--- config.mk ---
export PLATFORM = sky130hd
export DESIGN_NAME = radix_prefixed_number_parser
export DESIGN_NICKNAME = d
export VERILOG_FILES = /design/src/rtl/core/rpnp_pkg.sv /design/src/rtl/core/radix_prefixed_number_parser.sv
export SDC_FILE = /design/constraint.sdc
export NUM_CORES = 1
export LEC_CHECK = 0
export ABC_AREA = 0
export BUFFER_PORTS_ARGS = -buffer_cell sky130_fd_sc_hd__buf_4
export CAP_MARGIN = 40
export CORE_MARGIN = 1
export CORE_UTILIZATION = 60
export CTS_CLUSTER_DIAMETER = 200
export DETAILED_ROUTE_END_ITERATION = 16
export HOLD_SLACK_MARGIN = 0.02
export PLACE_DENSITY = 0.83
export SETUP_SLACK_MARGIN = 0.3
export SLEW_MARGIN = 20
export SYNTH_ARGS = -nofsm -noshare
export SYNTH_HDL_FRONTEND = slang
export SYNTH_SLANG_ARGS = --single-unit
--- constraint.sdc ---
create_clock -name clk -period 9.5 [get_ports clk]
set_input_delay 1.425 -clock clk [delete_from_list [all_inputs] [get_ports clk]]
set_output_delay 1.425 -clock clk [all_outputs]
set_load 0.005 [all_outputs]
--- src/rtl/core/rpnp_pkg.sv ---
// ============================================================================
// rpnp_pkg: shared types and constants of the prefixed number parser
// Request payload types, status codes, radix codes and range limits.
// ============================================================================
`default_nettype none

package rpnp_pkg;

	// One input request: a character and the end-of-literal mark.
	typedef struct packed {
		logic [7:0] char_code;
		logic       is_last;
	} rpnp_in_t;

	// One result request: the parsed value and its status.
	typedef struct packed {
		logic [31:0] value_bits;
		logic [1:0]  status;
	} rpnp_out_t;

	// Result status codes.
	localparam logic [1:0] ST_OK        = 2'd0;
	localparam logic [1:0] ST_RANGE     = 2'd1;
	localparam logic [1:0] ST_BAD_FORMAT = 2'd2;

	// Radix selection.
	typedef enum logic [1:0] {
		RX_DEC = 2'd0,
		RX_BIN = 2'd1,
		RX_HEX = 2'd2
	} rpnp_radix_t;

	// Parse phase, one-hot.
	typedef enum logic [4:0] {
		PH_START  = 5'b00001,
		PH_SIGN   = 5'b00010,
		PH_PREFIX = 5'b00100,
		PH_DIGITS = 5'b01000,
		PH_DONE   = 5'b10000
	} rpnp_phase_t;

	// Accumulator width and range limits.
	localparam int unsigned MagW = 33;
	localparam logic [MagW-1:0] MAG_MAX = 33'h1_FFFF_FFFF;
	localparam logic [MagW-1:0] NEG_MAX = 33'h0_8000_0000;

	// Characters with a special meaning at the start of a literal.
	localparam logic [7:0] CH_PERCENT = 8'h25;
	localparam logic [7:0] CH_DOLLAR  = 8'h24;
	localparam logic [7:0] CH_MINUS   = 8'h2D;

endpackage

`default_nettype wire

--- src/rtl/core/radix_prefixed_number_parser.sv ---
// ============================================================================
// radix_prefixed_number_parser: streaming integer literal parser
// Parses '%' binary, '$' hexadecimal and signed decimal literals.
// ============================================================================
// Usage:
// The input channel (in_valid, in_ready, in_data) takes one character request
// per cycle, first character first; in_data.is_last marks the final character
// of a literal. The output channel (out_valid, out_ready, out_data) gives one
// result request for each literal, on its last character: a 32-bit value
// (two's complement for negatives, zero on error) and a status of ok, out of
// range or invalid format. Characters after the first non-digit are ignored.
// The last character is held in the input register and its result is then
// loaded into the result register. Throughput: one character per cycle while
// in_ready is high, with a combinational shift-and-add update of the 33-bit
// accumulator between the input register and the result register.
// Reset clears the valid flags of the input and result registers and the
// parse state, so the block starts a fresh literal. When the receiver stalls,
// the result register holds its request; characters that are not last keep
// flowing through the input register, and once a last character reaches it
// in_ready drops until out_ready frees the result.
// ============================================================================
`default_nettype none

module radix_prefixed_number_parser
	import rpnp_pkg::*;
(
	input  wire logic      clk,
	input  wire logic      arst_n,
	input  wire logic      in_valid,
	output logic           in_ready,
	input  wire rpnp_in_t  in_data,
	output logic           out_valid,
	input  wire logic      out_ready,
	output rpnp_out_t      out_data
);

	// Input register stage.
	logic        valid_s1;
	rpnp_in_t    data_s1;

	// Parse state.
	rpnp_phase_t phase_q;
	rpnp_radix_t radix_q;
	logic [MagW-1:0] mag_q;
	logic        neg_q;
	logic        ovf_q;
	logic        seen_q;

	// Result register.
	logic        out_valid_q;
	rpnp_out_t   out_data_q;

	// Next-state and decode signals.
	rpnp_phase_t phase_d;
	rpnp_radix_t radix_d;
	rpnp_radix_t radix_eff;
	logic [MagW-1:0] mag_d;
	logic        neg_d;
	logic        ovf_d;
	logic        seen_d;
	logic [7:0]  up_char;
	logic        is_num;
	logic        is_hex_letter;
	logic        digit_ok;
	logic [3:0]  digit_val;
	logic [MagW+3:0] product;
	logic [MagW+4:0] sum;
	logic        do_acc;
	rpnp_out_t   result;
	logic        out_free;
	logic        advance_s1;
	logic        load_out;

	// Handshake: the input stage advances unless it holds a last character
	// and the result register cannot take it.
	assign out_free   = !out_valid_q || out_ready;
	assign advance_s1 = valid_s1 && (!data_s1.is_last || out_free);
	assign load_out   = advance_s1 && data_s1.is_last;
	assign in_ready   = !valid_s1 || advance_s1;
	assign out_valid  = out_valid_q;
	assign out_data   = out_data_q;

	// Character classification in the radix that applies to this character.
	always_comb begin
		if (data_s1.char_code >= 8'h61 && data_s1.char_code <= 8'h7A) begin
			up_char = data_s1.char_code - 8'd32;
		end else begin
			up_char = data_s1.char_code;
		end
		is_num        = (up_char >= 8'h30) && (up_char <= 8'h39);
		is_hex_letter = (up_char >= 8'h41) && (up_char <= 8'h46);
		digit_val     = is_num ? up_char[3:0] : up_char[3:0] + 4'd9;
		radix_eff     = (phase_q == PH_START) ? RX_DEC : radix_q;
		case (radix_eff)
			RX_BIN: begin
				digit_ok = is_num && (up_char[3:1] == 3'd0);
			end
			RX_HEX: begin
				digit_ok = is_num || is_hex_letter;
			end
			default: begin
				digit_ok = is_num;
			end
		endcase
	end

	// Accumulator step: multiply by the radix with shifts and adds.
	always_comb begin
		case (radix_eff)
			RX_BIN: begin
				product = {3'd0, mag_q, 1'b0};
			end
			RX_HEX: begin
				product = {mag_q, 4'd0};
			end
			default: begin
				product = {1'b0, mag_q, 3'd0} + {3'd0, mag_q, 1'b0};
			end
		endcase
		sum = {1'b0, product} + {{(MagW+1){1'b0}}, digit_val};
	end

	// Phase transitions and state update for the character in the input stage.
	always_comb begin
		phase_d = phase_q;
		radix_d = radix_q;
		neg_d   = neg_q;
		do_acc  = 1'b0;
		case (phase_q)
			PH_START: begin
				if (data_s1.char_code == CH_PERCENT) begin
					radix_d = RX_BIN;
					phase_d = PH_PREFIX;
				end else if (data_s1.char_code == CH_DOLLAR) begin
					radix_d = RX_HEX;
					phase_d = PH_PREFIX;
				end else if (data_s1.char_code == CH_MINUS) begin
					radix_d = RX_DEC;
					neg_d   = 1'b1;
					phase_d = PH_SIGN;
				end else begin
					radix_d = RX_DEC;
					do_acc  = digit_ok;
					phase_d = digit_ok ? PH_DIGITS : PH_DONE;
				end
			end
			PH_SIGN, PH_PREFIX, PH_DIGITS: begin
				do_acc  = digit_ok;
				phase_d = digit_ok ? PH_DIGITS : PH_DONE;
			end
			default: begin
				phase_d = phase_q;
			end
		endcase

		mag_d  = mag_q;
		ovf_d  = ovf_q;
		seen_d = seen_q;
		if (do_acc) begin
			seen_d = 1'b1;
			if (ovf_q || (sum[MagW+4:MagW] != 5'd0)) begin
				ovf_d = 1'b1;
				mag_d = MAG_MAX;
			end else begin
				mag_d = sum[MagW-1:0];
			end
		end
	end

	// Result formation from the updated state.
	always_comb begin
		result.value_bits = 32'd0;
		if (!seen_d) begin
			result.status = ST_BAD_FORMAT;
		end else if (ovf_d) begin
			result.status = ST_RANGE;
		end else if (neg_d) begin
			if (mag_d > NEG_MAX) begin
				result.status = ST_RANGE;
			end else begin
				result.value_bits = 32'd0 - mag_d[31:0];
				result.status     = ST_OK;
			end
		end else if (mag_d[MagW-1]) begin
			result.status = ST_RANGE;
		end else begin
			result.value_bits = mag_d[31:0];
			result.status     = ST_OK;
		end
	end

	// Control registers.
	always_ff @(posedge clk or negedge arst_n) begin
		if (!arst_n) begin
			valid_s1    <= 1'b0;
			out_valid_q <= 1'b0;
			phase_q     <= PH_START;
			radix_q     <= RX_DEC;
			mag_q       <= '0;
			neg_q       <= 1'b0;
			ovf_q       <= 1'b0;
			seen_q      <= 1'b0;
		end else begin
			if (in_ready) begin
				valid_s1 <= in_valid;
			end
			if (load_out) begin
				out_valid_q <= 1'b1;
			end else if (out_ready) begin
				out_valid_q <= 1'b0;
			end
			if (advance_s1) begin
				if (data_s1.is_last) begin
					phase_q <= PH_START;
					radix_q <= RX_DEC;
					mag_q   <= '0;
					neg_q   <= 1'b0;
					ovf_q   <= 1'b0;
					seen_q  <= 1'b0;
				end else begin
					phase_q <= phase_d;
					radix_q <= radix_d;
					mag_q   <= mag_d;
					neg_q   <= neg_d;
					ovf_q   <= ovf_d;
					seen_q  <= seen_d;
				end
			end
		end
	end

	// Payload registers.
	always_ff @(posedge clk) begin
		if (in_ready && in_valid) begin
			data_s1 <= in_data;
		end
		if (load_out) begin
			out_data_q <= result;
		end
	end

	// A result always leaves the parse state at the start of a fresh literal.
	assert property (@(posedge clk) disable iff (!arst_n)
		load_out |=> (phase_q == PH_START) && !seen_q && !ovf_q && !neg_q)
		else $error("parse state not cleared after a result");

	// A saturated accumulator holds all ones.
	assert property (@(posedge clk) disable iff (!arst_n)
		ovf_q |-> (mag_q == MAG_MAX))
		else $error("overflow flag set without saturated accumulator");

	// Digits are only seen once the literal is in or past its digit phase.
	assert property (@(posedge clk) disable iff (!arst_n)
		seen_q |-> ((phase_q == PH_DIGITS) || (phase_q == PH_DONE)))
		else $error("digit seen outside digit phases");

	// The input stage only stalls while it holds a last character.
	assert property (@(posedge clk) disable iff (!arst_n)
		!in_ready |-> (valid_s1 && data_s1.is_last && out_valid_q && !out_ready))
		else $error("input stalled without a blocked result");

	// A delivered error result carries a zero value.
	assert property (@(posedge clk) disable iff (!arst_n)
		(out_valid_q && (out_data_q.status != ST_OK)) |-> (out_data_q.value_bits == 32'd0))
		else $error("error result with non-zero value");

endmodule

`default_nettype wire

After elaboration in Yosys (flattened, before gate mapping):

Cells that the tools add are included.

* bitwise operators: 1
* $add $sub $neg: 5
* $lt $le $gt $ge: 7
* equality and inequality tests: 9
* muxes and demuxes: 40
* reductions and logical operators: 24

Operator list (number)
* $mux W33: 3
* $pmux W37 S2: 1
* $mux W32: 2
* $add A37 B4 Y38: 1
* $add A36 B34 Y37: 1
* $mux W34: 1
* $gt A33 B32 Y1 const B: 1
* $sub A1 B32 Y32 const A: 1
* $mux W5: 5
* $eq A8 B6 Y1 const B: 3
* $mux W1: 17
* $ge A8 B7 Y1 const B: 2
* $le A8 B7 Y1 const B: 2
* $mux W2: 6
* $pmux W5 S2: 1
* $ge A8 B6 Y1 const B: 1
* $le A8 B6 Y1 const B: 1
* $mux W8: 1
* $sub A8 B6 Y8 const B: 1
* $logic_and A1 B1 Y1: 7
* $eq A5 B1 Y1 const B: 1
* $eq A5 B2 Y1 const B: 1
* $eq A5 B3 Y1 const B: 1
* $eq A5 B4 Y1 const B: 1
* other kinds (15): 24

* bits of input ports: 13
* logic and storage cells: 98
* output and inout bits: 36
* bits in registers: 88

Logic depth before layout (Yosys ltp):

Gate-level depths: netlist of the first run.

* depth in word-level cells: 16
* depth in mapped cells: 33
* depth with buffers taken out: 23

Least setup slack after synthesis of the first run:

OpenSTA, ideal clock, no wires.

* kind: reg-to-reg
* start point: register phase_q[3]
* end point: register out_data_q (netlist bit out_data[20]) (data pin)
* clock period less this slack: 7.828 ns
* stages on the path, launching flop included: 33
* path buffers: 9
* required time: 9.240 ns
* data arrival time: 7.568 ns
* path slack: 1.672 ns
* cells stage by stage: dfrtp_1 > nor2_1 > nand2_1 > nor3_1 > nor2b_1 > ha_1 > buf_2 > buf_2 > buf_4 > buf_4 > buf_2 > buf_1 > clkbuf_1 > nor2_1 > nor2b_1 > ha_1 > fa_1 > a21oi_1 > nand3b_1 > nand2b_1 > or3_4 > nand3b_4 > or4b_1 > buf_2 > nor4b_4 > mux2i_2 > buf_6 > a21oi_2 > or4_1 > nor4_1 > nand2_1 > and3_1 > mux2_4

* cells in the longest elaborated chain, start to end: 12

Ends and longest elaborated chain
* start, declared: RTL line radix_prefixed_number_parser.sv:42 `rpnp_phase_t phase_q;`
* start signal, assigned: RTL line radix_prefixed_number_parser.sv:221 `phase_q <= phase_d;`
* $eq A5 B1 Y1: RTL line radix_prefixed_number_parser.sv:93, radix_prefixed_number_parser.sv:129
* $mux W2: RTL line radix_prefixed_number_parser.sv:93 `radix_eff = (phase_q == PH_START) ? RX_DEC : radix_q;`
* $eq A2 B2 Y1 / $eq A2 B1 Y1 (equally long branches): RTL line radix_prefixed_number_parser.sv:94, radix_prefixed_number_parser.sv:109
* $pmux W37 S2 / $pmux W1 S2 (equally long branches): RTL line radix_prefixed_number_parser.sv:109, radix_prefixed_number_parser.sv:94
* $add A37 B4 Y38 / $mux W1 (equally long branches): RTL line radix_prefixed_number_parser.sv:120, radix_prefixed_number_parser.sv:137
* $reduce_bool A5 Y1 / $mux W1 (equally long branches): RTL line radix_prefixed_number_parser.sv:161, radix_prefixed_number_parser.sv:134
* $logic_or A1 B1 Y1 / $mux W1 (equally long branches): RTL line radix_prefixed_number_parser.sv:161, radix_prefixed_number_parser.sv:131
* $mux W33 / $pmux W1 S2 (equally long branches): RTL line radix_prefixed_number_parser.sv:161, radix_prefixed_number_parser.sv:129
* $mux W33: RTL line radix_prefixed_number_parser.sv:159 `if (do_acc) begin`
* $sub A1 B32 Y32 / $gt A33 B32 Y1 (equally long branches): RTL line radix_prefixed_number_parser.sv:181, radix_prefixed_number_parser.sv:178
* $mux W32: RTL line radix_prefixed_number_parser.sv:178 `if (mag_d > NEG_MAX) begin`
* $mux W34: RTL line radix_prefixed_number_parser.sv:177 `end else if (neg_d) begin`
* end signal, assigned: RTL line radix_prefixed_number_parser.sv:238 `out_data_q <= result;`
* end, declared: RTL line radix_prefixed_number_parser.sv:51 `rpnp_out_t out_data_q;`

Several ways; a longest one is shown, not always the timed one.
A chain may end at the register's enable or synchronous reset.

Worst setup path in the final report of the first run:

* start point: register phase_q[2]
* end point: register out_data_q (netlist bit out_data[15]) (data pin)

Same word-level chain as after synthesis.

==> results of run 1 <==
==> Yosys cell counts (25+ instances only) <==
library cell  number  area [sq um]
nor2_1            99           372
nand2_1          111           417
a21oi_1           71           355
ha_1              42           526
edfxtp_1          43          1290
dfrtp_1           44          1100
xnor2_1           25           219
nor3_1            35           175
o21ai_0           76           380
nand3_1           26           130
clkbuf_1          38           143
inv_1             27           101
==> per-layer routing <==
layer	up-vias	wire (um)
met5	-	0
met4	0	1090
met3	87	2310
li1	4111	-
met1	4163	9870
met2	527	12500
==> power breakdown <==
part           switching, mW  internal, mW  total, mW
Combinational          0.172        0.0975      0.270
Sequential            0.0198         0.418      0.437
Clock                  0.149         0.176      0.325
Total                  0.341         0.691       1.03
==> layout make-up <==
cell class                      count  area [sq um]  share of cell area
Inverter                           27           101              0.0108
Clock inverter                      6          35.0             0.00374
Multi-Input combinational cell    891          5880               0.628
Timing Repair Buffer               64           478              0.0510
Tap cell                          180           225              0.0240
Clock buffer                       10           229              0.0244
Sequential cell                    88          2420               0.258
==> through the flow <==
| stage | instances | hold slack (ns) | instance area (sq um) |
|---|---|---|---|
| after global placement | 1246 | 0.463 | 9070 |
| after CTS | 1263 | 0.496 | 9350 |
| final | 1266 | 0.496 | 9370 |
| after detailed placement | 1247 | 0.487 | 9080 |
| after floorplan | 1073 | 0.442 | 8690 |
| after global routing | 1266 | 0.537 | 9370 |
==> cells by family (layout without fill, tap and decap cells) <==
family                     after synthesis  count (layout)  share of synthesized area
adders and majority gates               44              44                     0.0650
AOI/OAI and AO/OA                      370             370                      0.298
xor gates and xnor gates                47              47                     0.0473
buffers and inverters                   94             107                     0.0468
muxes                                   15              15                     0.0187
and+or+nand+nor                        415             415                      0.246
DFF                                     88              88                      0.278
==> flip-flops by register name (all words and copies together) (netlist names) <==
register   cells
out_data      34
mag_q         33
out_valid      1
phase_q        5
data_s1        9
neg_q          1
seen_q         1
radix_q        2
valid_s1       1
ovf_q          1
==> worst reg2reg max path, delay by kind of cell, from the launching register on <==
kind            cells  cell delay, ns
fa+ha+maj           1            0.64
compound gates      5            1.48
flops               1            0.43
buf+inv             3            1.14
simple gates       11            3.68
mux                 1            0.33
==> worst max path at each step <==
stage,to,depth (start not counted)
2_1_floorplan,out_data[20]$_SDFFCE_PP0P_,32
3_3_place_gp,out_data[20]$_SDFFCE_PP0P_,19
3_5_place_dp,out_data[20]$_SDFFCE_PP0P_,23
4_1_cts,out_data[20]$_SDFFCE_PP0P_,23
5_1_grt,out_data[15]$_SDFFCE_PP0P_,21
6_report,out_data[15]$_SDFFCE_PP0P_,21
==> summary.md, run 1 <==
| Metric | Value |
|---|---|
| Tightest Pin Transition | `0.825 ns` |
| Grt ovf | `0` |
| Avg Cell Area, Syn | `slightly above 8 sq um` |
| Clk_lat worst skew | `0.35 ns` |
| Syn-to-layout area delta | `7.73%` |
| Cells on worst reg2reg path | `21` |
| Met2 usage | `0.593` |
| CP Cell Sequence | `nor2_1 > nand2_1 > nor3_1 > nor2b_1 > ha_2 > buf_4 > a221oi_1 > o32a_1 > or3_4 > nand3b_4 > or4b_1 > nor4b_4 > mux2i_2 > buf_4 > a41oi_1 > nor4_2 > nand4_4 > o31ai_4 > buf_4 > and2_1 > a32o_1` |
| Total Wirelength | `25.7 mm` |
| N_diodes | `0` |
| Outcome | `complete, no violations` |
| RD Place Congestion | `between 0.9 and 1` |
| Power density over the cells | `between 100 and 150 nW/um^2` |
| Nets@finish | `approximately 1100` |
| Most common cell after layout, fill and taps aside | `nand2_1` |
| CP max stage cell | `or4b_1` |
| Post-cts sizing count | `0` |
| HPWL after DPL | `around 19 mm` |
| Number of port buffers | `48` |
| R2R setup slack | `approximately 1.7 ns` |
| Worst slew margin | `0.443` |
| GRT met3 Usage | `0.0646` |
| Final hold vios | `0` |
| Met1 Use GR | `0.439` |
| Post-synth ARST share | `0.511` |
| Post-detailed-route count of antenna-violating nets | `0` |
| Reg-to-Reg Start | `phase_q[2]$_DFFE_PN0P_` |
| CTS buffer count | `9` |
| Core Box Area | `around 14000 sq um` |
| Clk sinks | `88` |
| Seq cells post-synth | `88` |
| Synth Instances | `~1100` |
| R2R Path End | `out_data[15]$_SDFFCE_PP0P_` |
| Max cap viols | `0` |
| Final TNS setup | `0 ns` |
| GRT Max-Usage Layer | `met2` |
| Initial antenna violation count | `0` |
| Worst hold stages | `2` |
| Syn_nets | `1130` |
| Setup Skew | `around 0.0071 ns` |
| Critical path class | `flip-flop to flip-flop` |
| Post-CTS Setup Repair Bufs | `0` |
| Setup slack after layout | `~1.7 ns` |
| Vias in the first global route | `approximately 8300` |
| Netlist Area Pre-Place | `roughly 8700 sq um` |
| Peak VDD IR | `roughly 0.14 mV` |
| CTS tree | `yes` |
| Die width | `around 120 um` |
| Fillers | `1200` |
| Slew Limit Fails | `0` |
| First-pass GRT wire length | `approximately 41 mm` |
| Max Fclk | `between 0.1 and 0.15 GHz` |
| I/O pins | `49` |
| CTS Hold Bufs | `0` |
| Post-layout util | `0.670` |
| Buf/Inv on CP | `3` |
| # DRC | `0` |
| Library cells used by synthesis | `97` |
| Period Utilization, post-route | `0.824` |
| Most frequent cells in the layout | `nand2_1, nor2_1, o21ai_0` |
| Most frequent CP cell | `buf_4` |
| Count of flip-flops with a built-in enable after synthesis | `between 40 and 50` |
| Cell family with most CP delay | `simple AND/OR/NAND/NOR gates` |
| DIE AREA | `between 10000 and 15000 sq um` |
| Total GRT Usage | `0.355` |
| Post-layout min period | `7.83 ns` |
| Clk root buf | `clkbuf_16` |
| Main synth FF type | `dfrtp_1` |
| DR vias/cell | `7.02` |
| Warnings from Yosys | `0` |
| Hold endpoint | `phase_q[0]$_DFFE_PN1P_` |
| Worst path max stage delay | `0.69 ns` |
| CP Max Fanout | `58` |
| WP data arrival | `8.05 ns` |
| H-Tree Depth | `3` |
| DRT iter0 DRCs | `1324` |
| Hold Startpoint | `phase_q[0]$_DFFE_PN1P_` |
| Die height | `122 um` |
| Total power | `approximately 1.0 mW` |
| Endpoint class of the critical path | `flip-flop` |
| Worst hold path class | `flip-flop to flip-flop` |
| Worst setup path start | `phase_q[2]$_DFFE_PN0P_` |
| Pleak | `roughly 3.7 nW` |
| Rows | `43` |
| Pin count of the biggest net entering global routing | `59` |
| Worst-path clk slew | `0.06 ns` |
| Initial Util | `0.622` |
| Data required, critical path | `about 9.7 ns` |
| Pre-CTS setup slack | `between 1 and 1.5 ns` |
| RSZ-0062 raised after global routing | `no` |
| Drt wl/cell | `between 20 and 25 um` |
| DRT Pass-1 Iters | `6` |
| Seq/Total Area, Yosys | `0.278` |
| Ratio of cells with drive above 1 in the final layout | `0.123` |
| DR vias | `8888` |
| Final setup viols | `0` |
| Crit path launch type | `flip-flop` |
| Clock buffer depth | `2` |
Note: power is estimated with default switching activity, not from simulation.
==> run 2: changes to the inputs <==
Clock period 9.5 ns to 7.8 ns, I/O delays scaled along.
==> summary.md, run 2 (same netlist as run 1, synthesis figures left out) <==
| Metric | Value |
|---|---|
| Cells on worst reg2reg path | `24` |
| Core Box Area | `roughly 14000 sq um` |
| H-Tree Depth | `3` |
| Worst path max stage delay | `roughly 0.70 ns` |
| Worst hold path class | `flip-flop to flip-flop` |
| Number of port buffers | `48` |
| Clk_lat worst skew | `~0.35 ns` |
| Critical path class | `flip-flop to flip-flop` |
| Endpoint class of the critical path | `flip-flop` |
| RSZ-0062 raised after global routing | `no` |
| CTS Hold Bufs | `0` |
| Nets@finish | `around 1100` |
| Most frequent CP cell | `buf_4` |
| Max cap viols | `0` |
| Final setup viols | `0` |
| Vias in the first global route | `a little over 8000` |
| Data required, critical path | `about 8.0 ns` |
| Switching Fraction | `0.342` |
| Combinational Power Share | `0.264` |
| Die width | `roughly 120 um` |
| N_diodes | `0` |
| DRT iter0 DRCs | `between 1000 and 1500` |
| Syn-to-layout area delta | `9.28%` |
| Clock network power share | `0.327` |
| Worst slew margin | `0.435` |
| Rows | `43` |
| HPWL after DPL | `approximately 19 mm` |
| Max Fclk | `0.141 GHz` |
| Peak VDD IR | `around 0.16 mV` |
| Seq pwr share | `0.409` |
| Clk root buf | `clkbuf_16` |
| CTS buffer count | `9` |
| Cell family with most CP delay | `simple AND/OR/NAND/NOR gates` |
| Max reg flops | `34` |
| Setup Skew | `around 0.0076 ns` |
| Initial Util | `0.622` |
| Drt wl/cell | `about 20 um` |
| Levels on crit path | `24` |
| Period Utilization, post-route | `0.908` |
| Setup slack after layout | `between 0.7 and 0.8 ns` |
| Initial antenna violation count | `0` |
| I/O pins | `between 40 and 50` |
| R2R Path End | `out_data[21]$_SDFFCE_PP0P_` |
| Clock buffer depth | `2` |
| Reg-to-Reg Start | `phase_q[2]$_DFFE_PN0P_` |
| DIE AREA | `15000 sq um` |
| Most frequent cells in the layout | `nand2_1, nor2_1, o21ai_0` |
| Ratio of cells with drive above 1 in the final layout | `0.135` |
| Fillers | `1124` |
| Switch Pwr | `roughly 450 uW` |
| Buf/Inv on CP | `3` |
| Final TNS setup | `0 ns` |
| Final hold vios | `0` |
| Tightest Pin Transition | `roughly 0.85 ns` |
| Power density over the cells | `~140 nW/um^2` |
| Pleak | `between 3 and 4 nW` |
| Post-detailed-route count of antenna-violating nets | `0` |
| Pre-CTS setup slack | `roughly 0.64 ns` |
| RD Place Congestion | `about 0.93` |
| Worst Setup EP | `out_data[21]$_SDFFCE_PP0P_` |
| # DRC | `0` |
| Crit path launch type | `flip-flop` |
| Outcome | `complete, no violations` |
| CP Cell Sequence | `nor2_1 > nand2_1 > nor3_4 > nor2b_1 > ha_2 > buf_4 > o21ai_0 > ha_1 > a21oi_1 > nand3b_1 > nand2b_1 > or3_4 > nand3b_4 > or4b_1 > nor4b_4 > mux2i_4 > buf_4 > a31o_2 > nand3_1 > or3_1 > o31ai_4 > buf_4 > o2111ai_1 > a22oi_1` |
| Most common cell after layout, fill and taps aside | `nand2_1` |
| Die height | `~120 um` |
| Pin count of the biggest net entering global routing | `51` |
| CP max stage cell | `or4b_1` |
| Worst-path clk slew | `0.07 ns` |
| WP data arrival | `7.27 ns` |
| Worst setup path start | `phase_q[2]$_DFFE_PN0P_` |
| Total Wirelength | `about 25 mm` |
| CP Max Fanout | `29` |
| Clk sinks | `around 90` |
| R2R setup slack | `approximately 0.72 ns` |
| DR vias | `between 8000 and 9000` |
| First-pass GRT wire length | `40.5 mm` |
| Total GRT Usage | `0.345` |
| Grt ovf | `0` |
| DR vias/cell | `a little under 7` |
| DRT Pass-1 Iters | `6` |
| CTS tree | `yes` |
| Internal | `between 800 and 900 uW` |
| Slew Limit Fails | `0` |
| Post-layout min period | `approximately 7 ns` |
[run 2: layer usage]
layer  vias to the layer above  global-route usage  share of wire
li1                       4123                   -              -
met1                      4154               0.435           0.40
met2                       482               0.570           0.47
met3                       101              0.0539          0.084
met4                         0               0.176          0.044
met5                         -                   0              0
[run 2: power by group through the flow]
stage / clock, mW / sequential [mW] / combinational [mW]
floorplan: 0 / 0.532 / 0.235
global placement: 0 / 0.541 / 0.313
detailed placement: 0 / 0.541 / 0.319
CTS: 0.427 / 0.532 / 0.325
global route: 0.443 / 0.535 / 0.377
finish: 0.426 / 0.533 / 0.344
[run 2: how the worst min path moves through the flow]
stage | start | end | slack [ns] | cells past startpoint
6_report | radix_q[0]$_DFFE_PN0P_ | radix_q[0]$_DFFE_PN0P_ | 0.48 | 2
3_3_place_gp | radix_q[0]$_DFFE_PN0P_ | radix_q[0]$_DFFE_PN0P_ | 0.46 | 2
5_1_grt | radix_q[0]$_DFFE_PN0P_ | radix_q[0]$_DFFE_PN0P_ | 0.52 | 2
2_1_floorplan | radix_q[0]$_DFFE_PN0P_ | radix_q[0]$_DFFE_PN0P_ | 0.44 | 2
3_5_place_dp | radix_q[0]$_DFFE_PN0P_ | radix_q[0]$_DFFE_PN0P_ | 0.47 | 2
4_1_cts | radix_q[0]$_DFFE_PN0P_ | radix_q[0]$_DFFE_PN0P_ | 0.49 | 2
[run 2: cell type report]
type	count	area [sq um]	share of cell area
inverters	27	101	0.0107
multi-input cells	891	5940	0.625
well taps	180	225	0.0237
clock inverters	7	62.6	0.00658
repair buffers	71	531	0.0558
clock buffers	9	225	0.0237
flip-flops and latches	88	2420	0.255
[run 2: timing repair]
item / 4_1_cts / 5_1_grt
setup buffers: 0 / 3
resized for setup: 0 / 7
endpoints found under the setup margin: 0 / 30
[run 2: worst reg2reg max path, cell delays in order, from the launching register on]
cell and delay (ns):
dfrtp_1 0.44, nor2_1 0.18, nand2_1 0.12, nor3_4 0.23
nor2b_1 0.12, ha_2 0.35, buf_4 0.30, o21ai_0 0.15
ha_1 0.34, a21oi_1 0.08, nand3b_1 0.18, nand2b_1 0.18
or3_4 0.36, nand3b_4 0.18, or4b_1 0.70, nor4b_4 0.44
mux2i_4 0.44, buf_4 0.25, a31o_2 0.22, nand3_1 0.17
or3_1 0.46, o31ai_4 0.41, buf_4 0.30, o2111ai_1 0.14
a22oi_1 0.17
[run 2: through the flow]
stage          hold WS, ns  utilization  power (mW)  area (sq um)  cells
2_1_floorplan        0.442            -       0.768          8710   1073
3_3_place_gp         0.460        0.653       0.854          9140   1253
3_5_place_dp         0.473        0.653       0.860          9140   1253
4_1_cts              0.488        0.674        1.28          9430   1269
5_1_grt              0.522        0.679        1.35          9500   1273
6_report             0.484        0.679        1.30          9500   1273
==> run 3: changes to the inputs <==
Settings changed: BUFFER_PORTS_ARGS -buffer_cell sky130_fd_sc_hd__buf_4 to not set, DONT_BUFFER_PORTS set to 1, PLACE_DENSITY 0.83 to 0.8.
==> summary.md, run 3 (same netlist as run 1, synthesis figures left out) <==
| Metric | Value |
|---|---|
| Ratio of cells with drive above 1 in the final layout | `0.101` |
| Max reg flops | `34` |
| Final setup viols | `0` |
| Final hold vios | `0` |
| RSZ-0062 raised after global routing | `no` |
| DRT Pass-1 Iters | `8` |
| Die width | `122 um` |
| Clock buffer depth | `2` |
| Pin count of the biggest net entering global routing | `58` |
| Post-layout min period | `between 7 and 8 ns` |
| Crit path launch type | `flip-flop` |
| DR vias | `slightly below 9000` |
| Most common cell after layout, fill and taps aside | `nand2_1` |
| Initial Util | `0.622` |
| Cell family with most CP delay | `simple AND/OR/NAND/NOR gates` |
| Max cap viols | `0` |
| Clk root buf | `clkbuf_16` |
| Endpoint class of the critical path | `flip-flop` |
| Worst hold path class | `flip-flop to flip-flop` |
| Total GRT Usage | `0.338` |
| WP data arrival | `a little over 7 ns` |
| RD Place Congestion | `~0.96` |
| DRT iter0 DRCs | `1185` |
| Power density over the cells | `about 140 nW/um^2` |
| DR vias/cell | `~7` |
| First-pass GRT wire length | `39.7 mm` |
| Post-detailed-route count of antenna-violating nets | `0` |
| DIE AREA | `15000 sq um` |
| Internal | `about 840 uW` |
| I/O pins | `~50` |
| Most frequent cells in the layout | `nand2_1, nor2_1, o21ai_0` |
| Syn-to-layout area delta | `5.60%` |
| Switching Fraction | `0.335` |
| Initial antenna violation count | `0` |
| Peak VDD IR | `about 0.11 mV` |
| Clk sinks | `between 80 and 90` |
| Number of port buffers | `0` |
| Die height | `~120 um` |
| Final TNS setup | `0 ns` |
| Clock network power share | `0.323` |
| Combinational Power Share | `0.253` |
| Worst-path clk slew | `approximately 0.070 ns` |
| CTS Hold Bufs | `0` |
| Max Fclk | `0.142 GHz` |
| Post-layout util | `0.656` |
| Setup Skew | `between 0.009 and 0.01 ns` |
| Tightest Pin Transition | `approximately 0.7 ns` |
| Clk_lat worst skew | `0.35 ns` |
| Core Box Area | `14000 sq um` |
| Rows | `43` |
| CTS tree | `yes` |
| Period Utilization, post-route | `0.904` |
| Worst slew margin | `0.533` |
| # DRC | `0` |
| Total Wirelength | `between 20 and 30 mm` |
| Buf/Inv on CP | `2` |
| Outcome | `complete, no violations` |
| HPWL after DPL | `18.7 mm` |
| Nets@finish | `between 1000 and 1500` |
| Pleak | `between 3 and 4 nW` |
| Seq pwr share | `0.424` |
| Drt wl/cell | `roughly 21 um` |
| CP max stage cell | `or4b_1` |
| CP Max Fanout | `26` |
| Grt ovf | `0` |
| Worst path max stage delay | `0.69 ns` |
| H-Tree Depth | `3` |
| N_diodes | `0` |
| CTS buffer count | `9` |
| Slew Limit Fails | `0` |
| Vias in the first global route | `between 7000 and 8000` |
| Critical path class | `flip-flop to flip-flop` |
| Data required, critical path | `8.03 ns` |
| Switch Pwr | `422 uW` |
run 3: changes by cell type in the layout (fill, tap and decap cells not counted), sizes merged:
cell      change
mux2i         +1
inv           -3
clkinvlp      +1
clkinv        +1
buf          -42
run 3: power groups by stage:
stage               combinational (mW)  clock [mW]  sequential (mW)
floorplan                        0.235           0            0.532
global placement                 0.292           0            0.543
detailed placement               0.299           0            0.544
CTS                              0.302       0.407            0.534
global route                     0.345       0.425            0.538
finish                           0.319       0.408            0.535
run 3: area by class of cell:
class	count	area, sq um
multi-input cells	892	5950
repair buffers	28	210
flip-flops and latches	88	2420
inverters	27	101
clock buffers	10	229
well taps	180	225
clock inverters	6	43.8
fillers	1151	4810
run 3: repair_timing:
item                                   in CTS  in global routing
endpoints found under the hold margin       0                  0
setup buffers                               0                  7
setup endpoints to repair                   0                 33
resized for setup                           0                  7
run 3: final timing paths:
path	start	end	slack (ns)	cells after the start
worst max register to register	phase_q[3]$_DFFE_PN0P_	out_data[20]$_SDFFCE_PP0P_	0.75	25
min in group asynchronous	arst_n	mag_q[18]$_DFFE_PN0P_	0.51	0
worst max-delay path	phase_q[3]$_DFFE_PN0P_	out_data[20]$_SDFFCE_PP0P_	0.75	25
worst min-delay path	radix_q[0]$_DFFE_PN0P_	radix_q[0]$_DFFE_PN0P_	0.50	2
worst min register to register	radix_q[0]$_DFFE_PN0P_	radix_q[0]$_DFFE_PN0P_	0.50	2
max in group asynchronous	arst_n	phase_q[0]$_DFFE_PN1P_	7.10	0
run 3: worst register-to-register path, cell delays in order, from the launching register on:
cell and delay (ns):
dfrtp_1 0.43, nor2_1 0.21, nand2_1 0.09, nor3_2 0.30, nor2b_1 0.18, ha_4 0.46, nor2_1 0.09, nor2b_1 0.12
ha_1 0.20, fa_1 0.22, a21oi_1 0.09, nand3b_1 0.18, nand2b_1 0.19, or3_4 0.36, nand3b_4 0.18, or4b_1 0.69
nor4b_4 0.46, mux2_2 0.46, o22a_1 0.27, nor4_2 0.49, nand4_4 0.28, o31ai_4 0.27, buf_4 0.20, buf_4 0.19
a41o_1 0.19, mux2_4 0.13
run 3: routing by layer:
layer / wire length, um / vias to the layer above / track usage
li1: - / 4035 / -
met1: 10100 / 4061 / 0.418
met2: 11900 / 485 / 0.553
met3: 2100 / 100 / 0.0613
met4: 1210 / 0 / 0.190
met5: 0 / - / 0
run 3: through the flow:
| step | area (sq um) | hold slack, ns | worst slack (ns) | total power, mW | instances |
|---|---|---|---|---|---|
| global route | 9180 | 0.498 | 0.321 | 1.31 | 1231 |
| finish | 9180 | 0.495 | 0.752 | 1.26 | 1231 |
| floorplan | 8710 | 0.442 | 0.300 | 0.768 | 1073 |
| detailed placement | 8790 | 0.489 | 0.445 | 0.843 | 1207 |
| global placement | 8790 | 0.464 | 0.671 | 0.835 | 1206 |
| CTS | 9070 | 0.499 | 0.414 | 1.24 | 1223 |
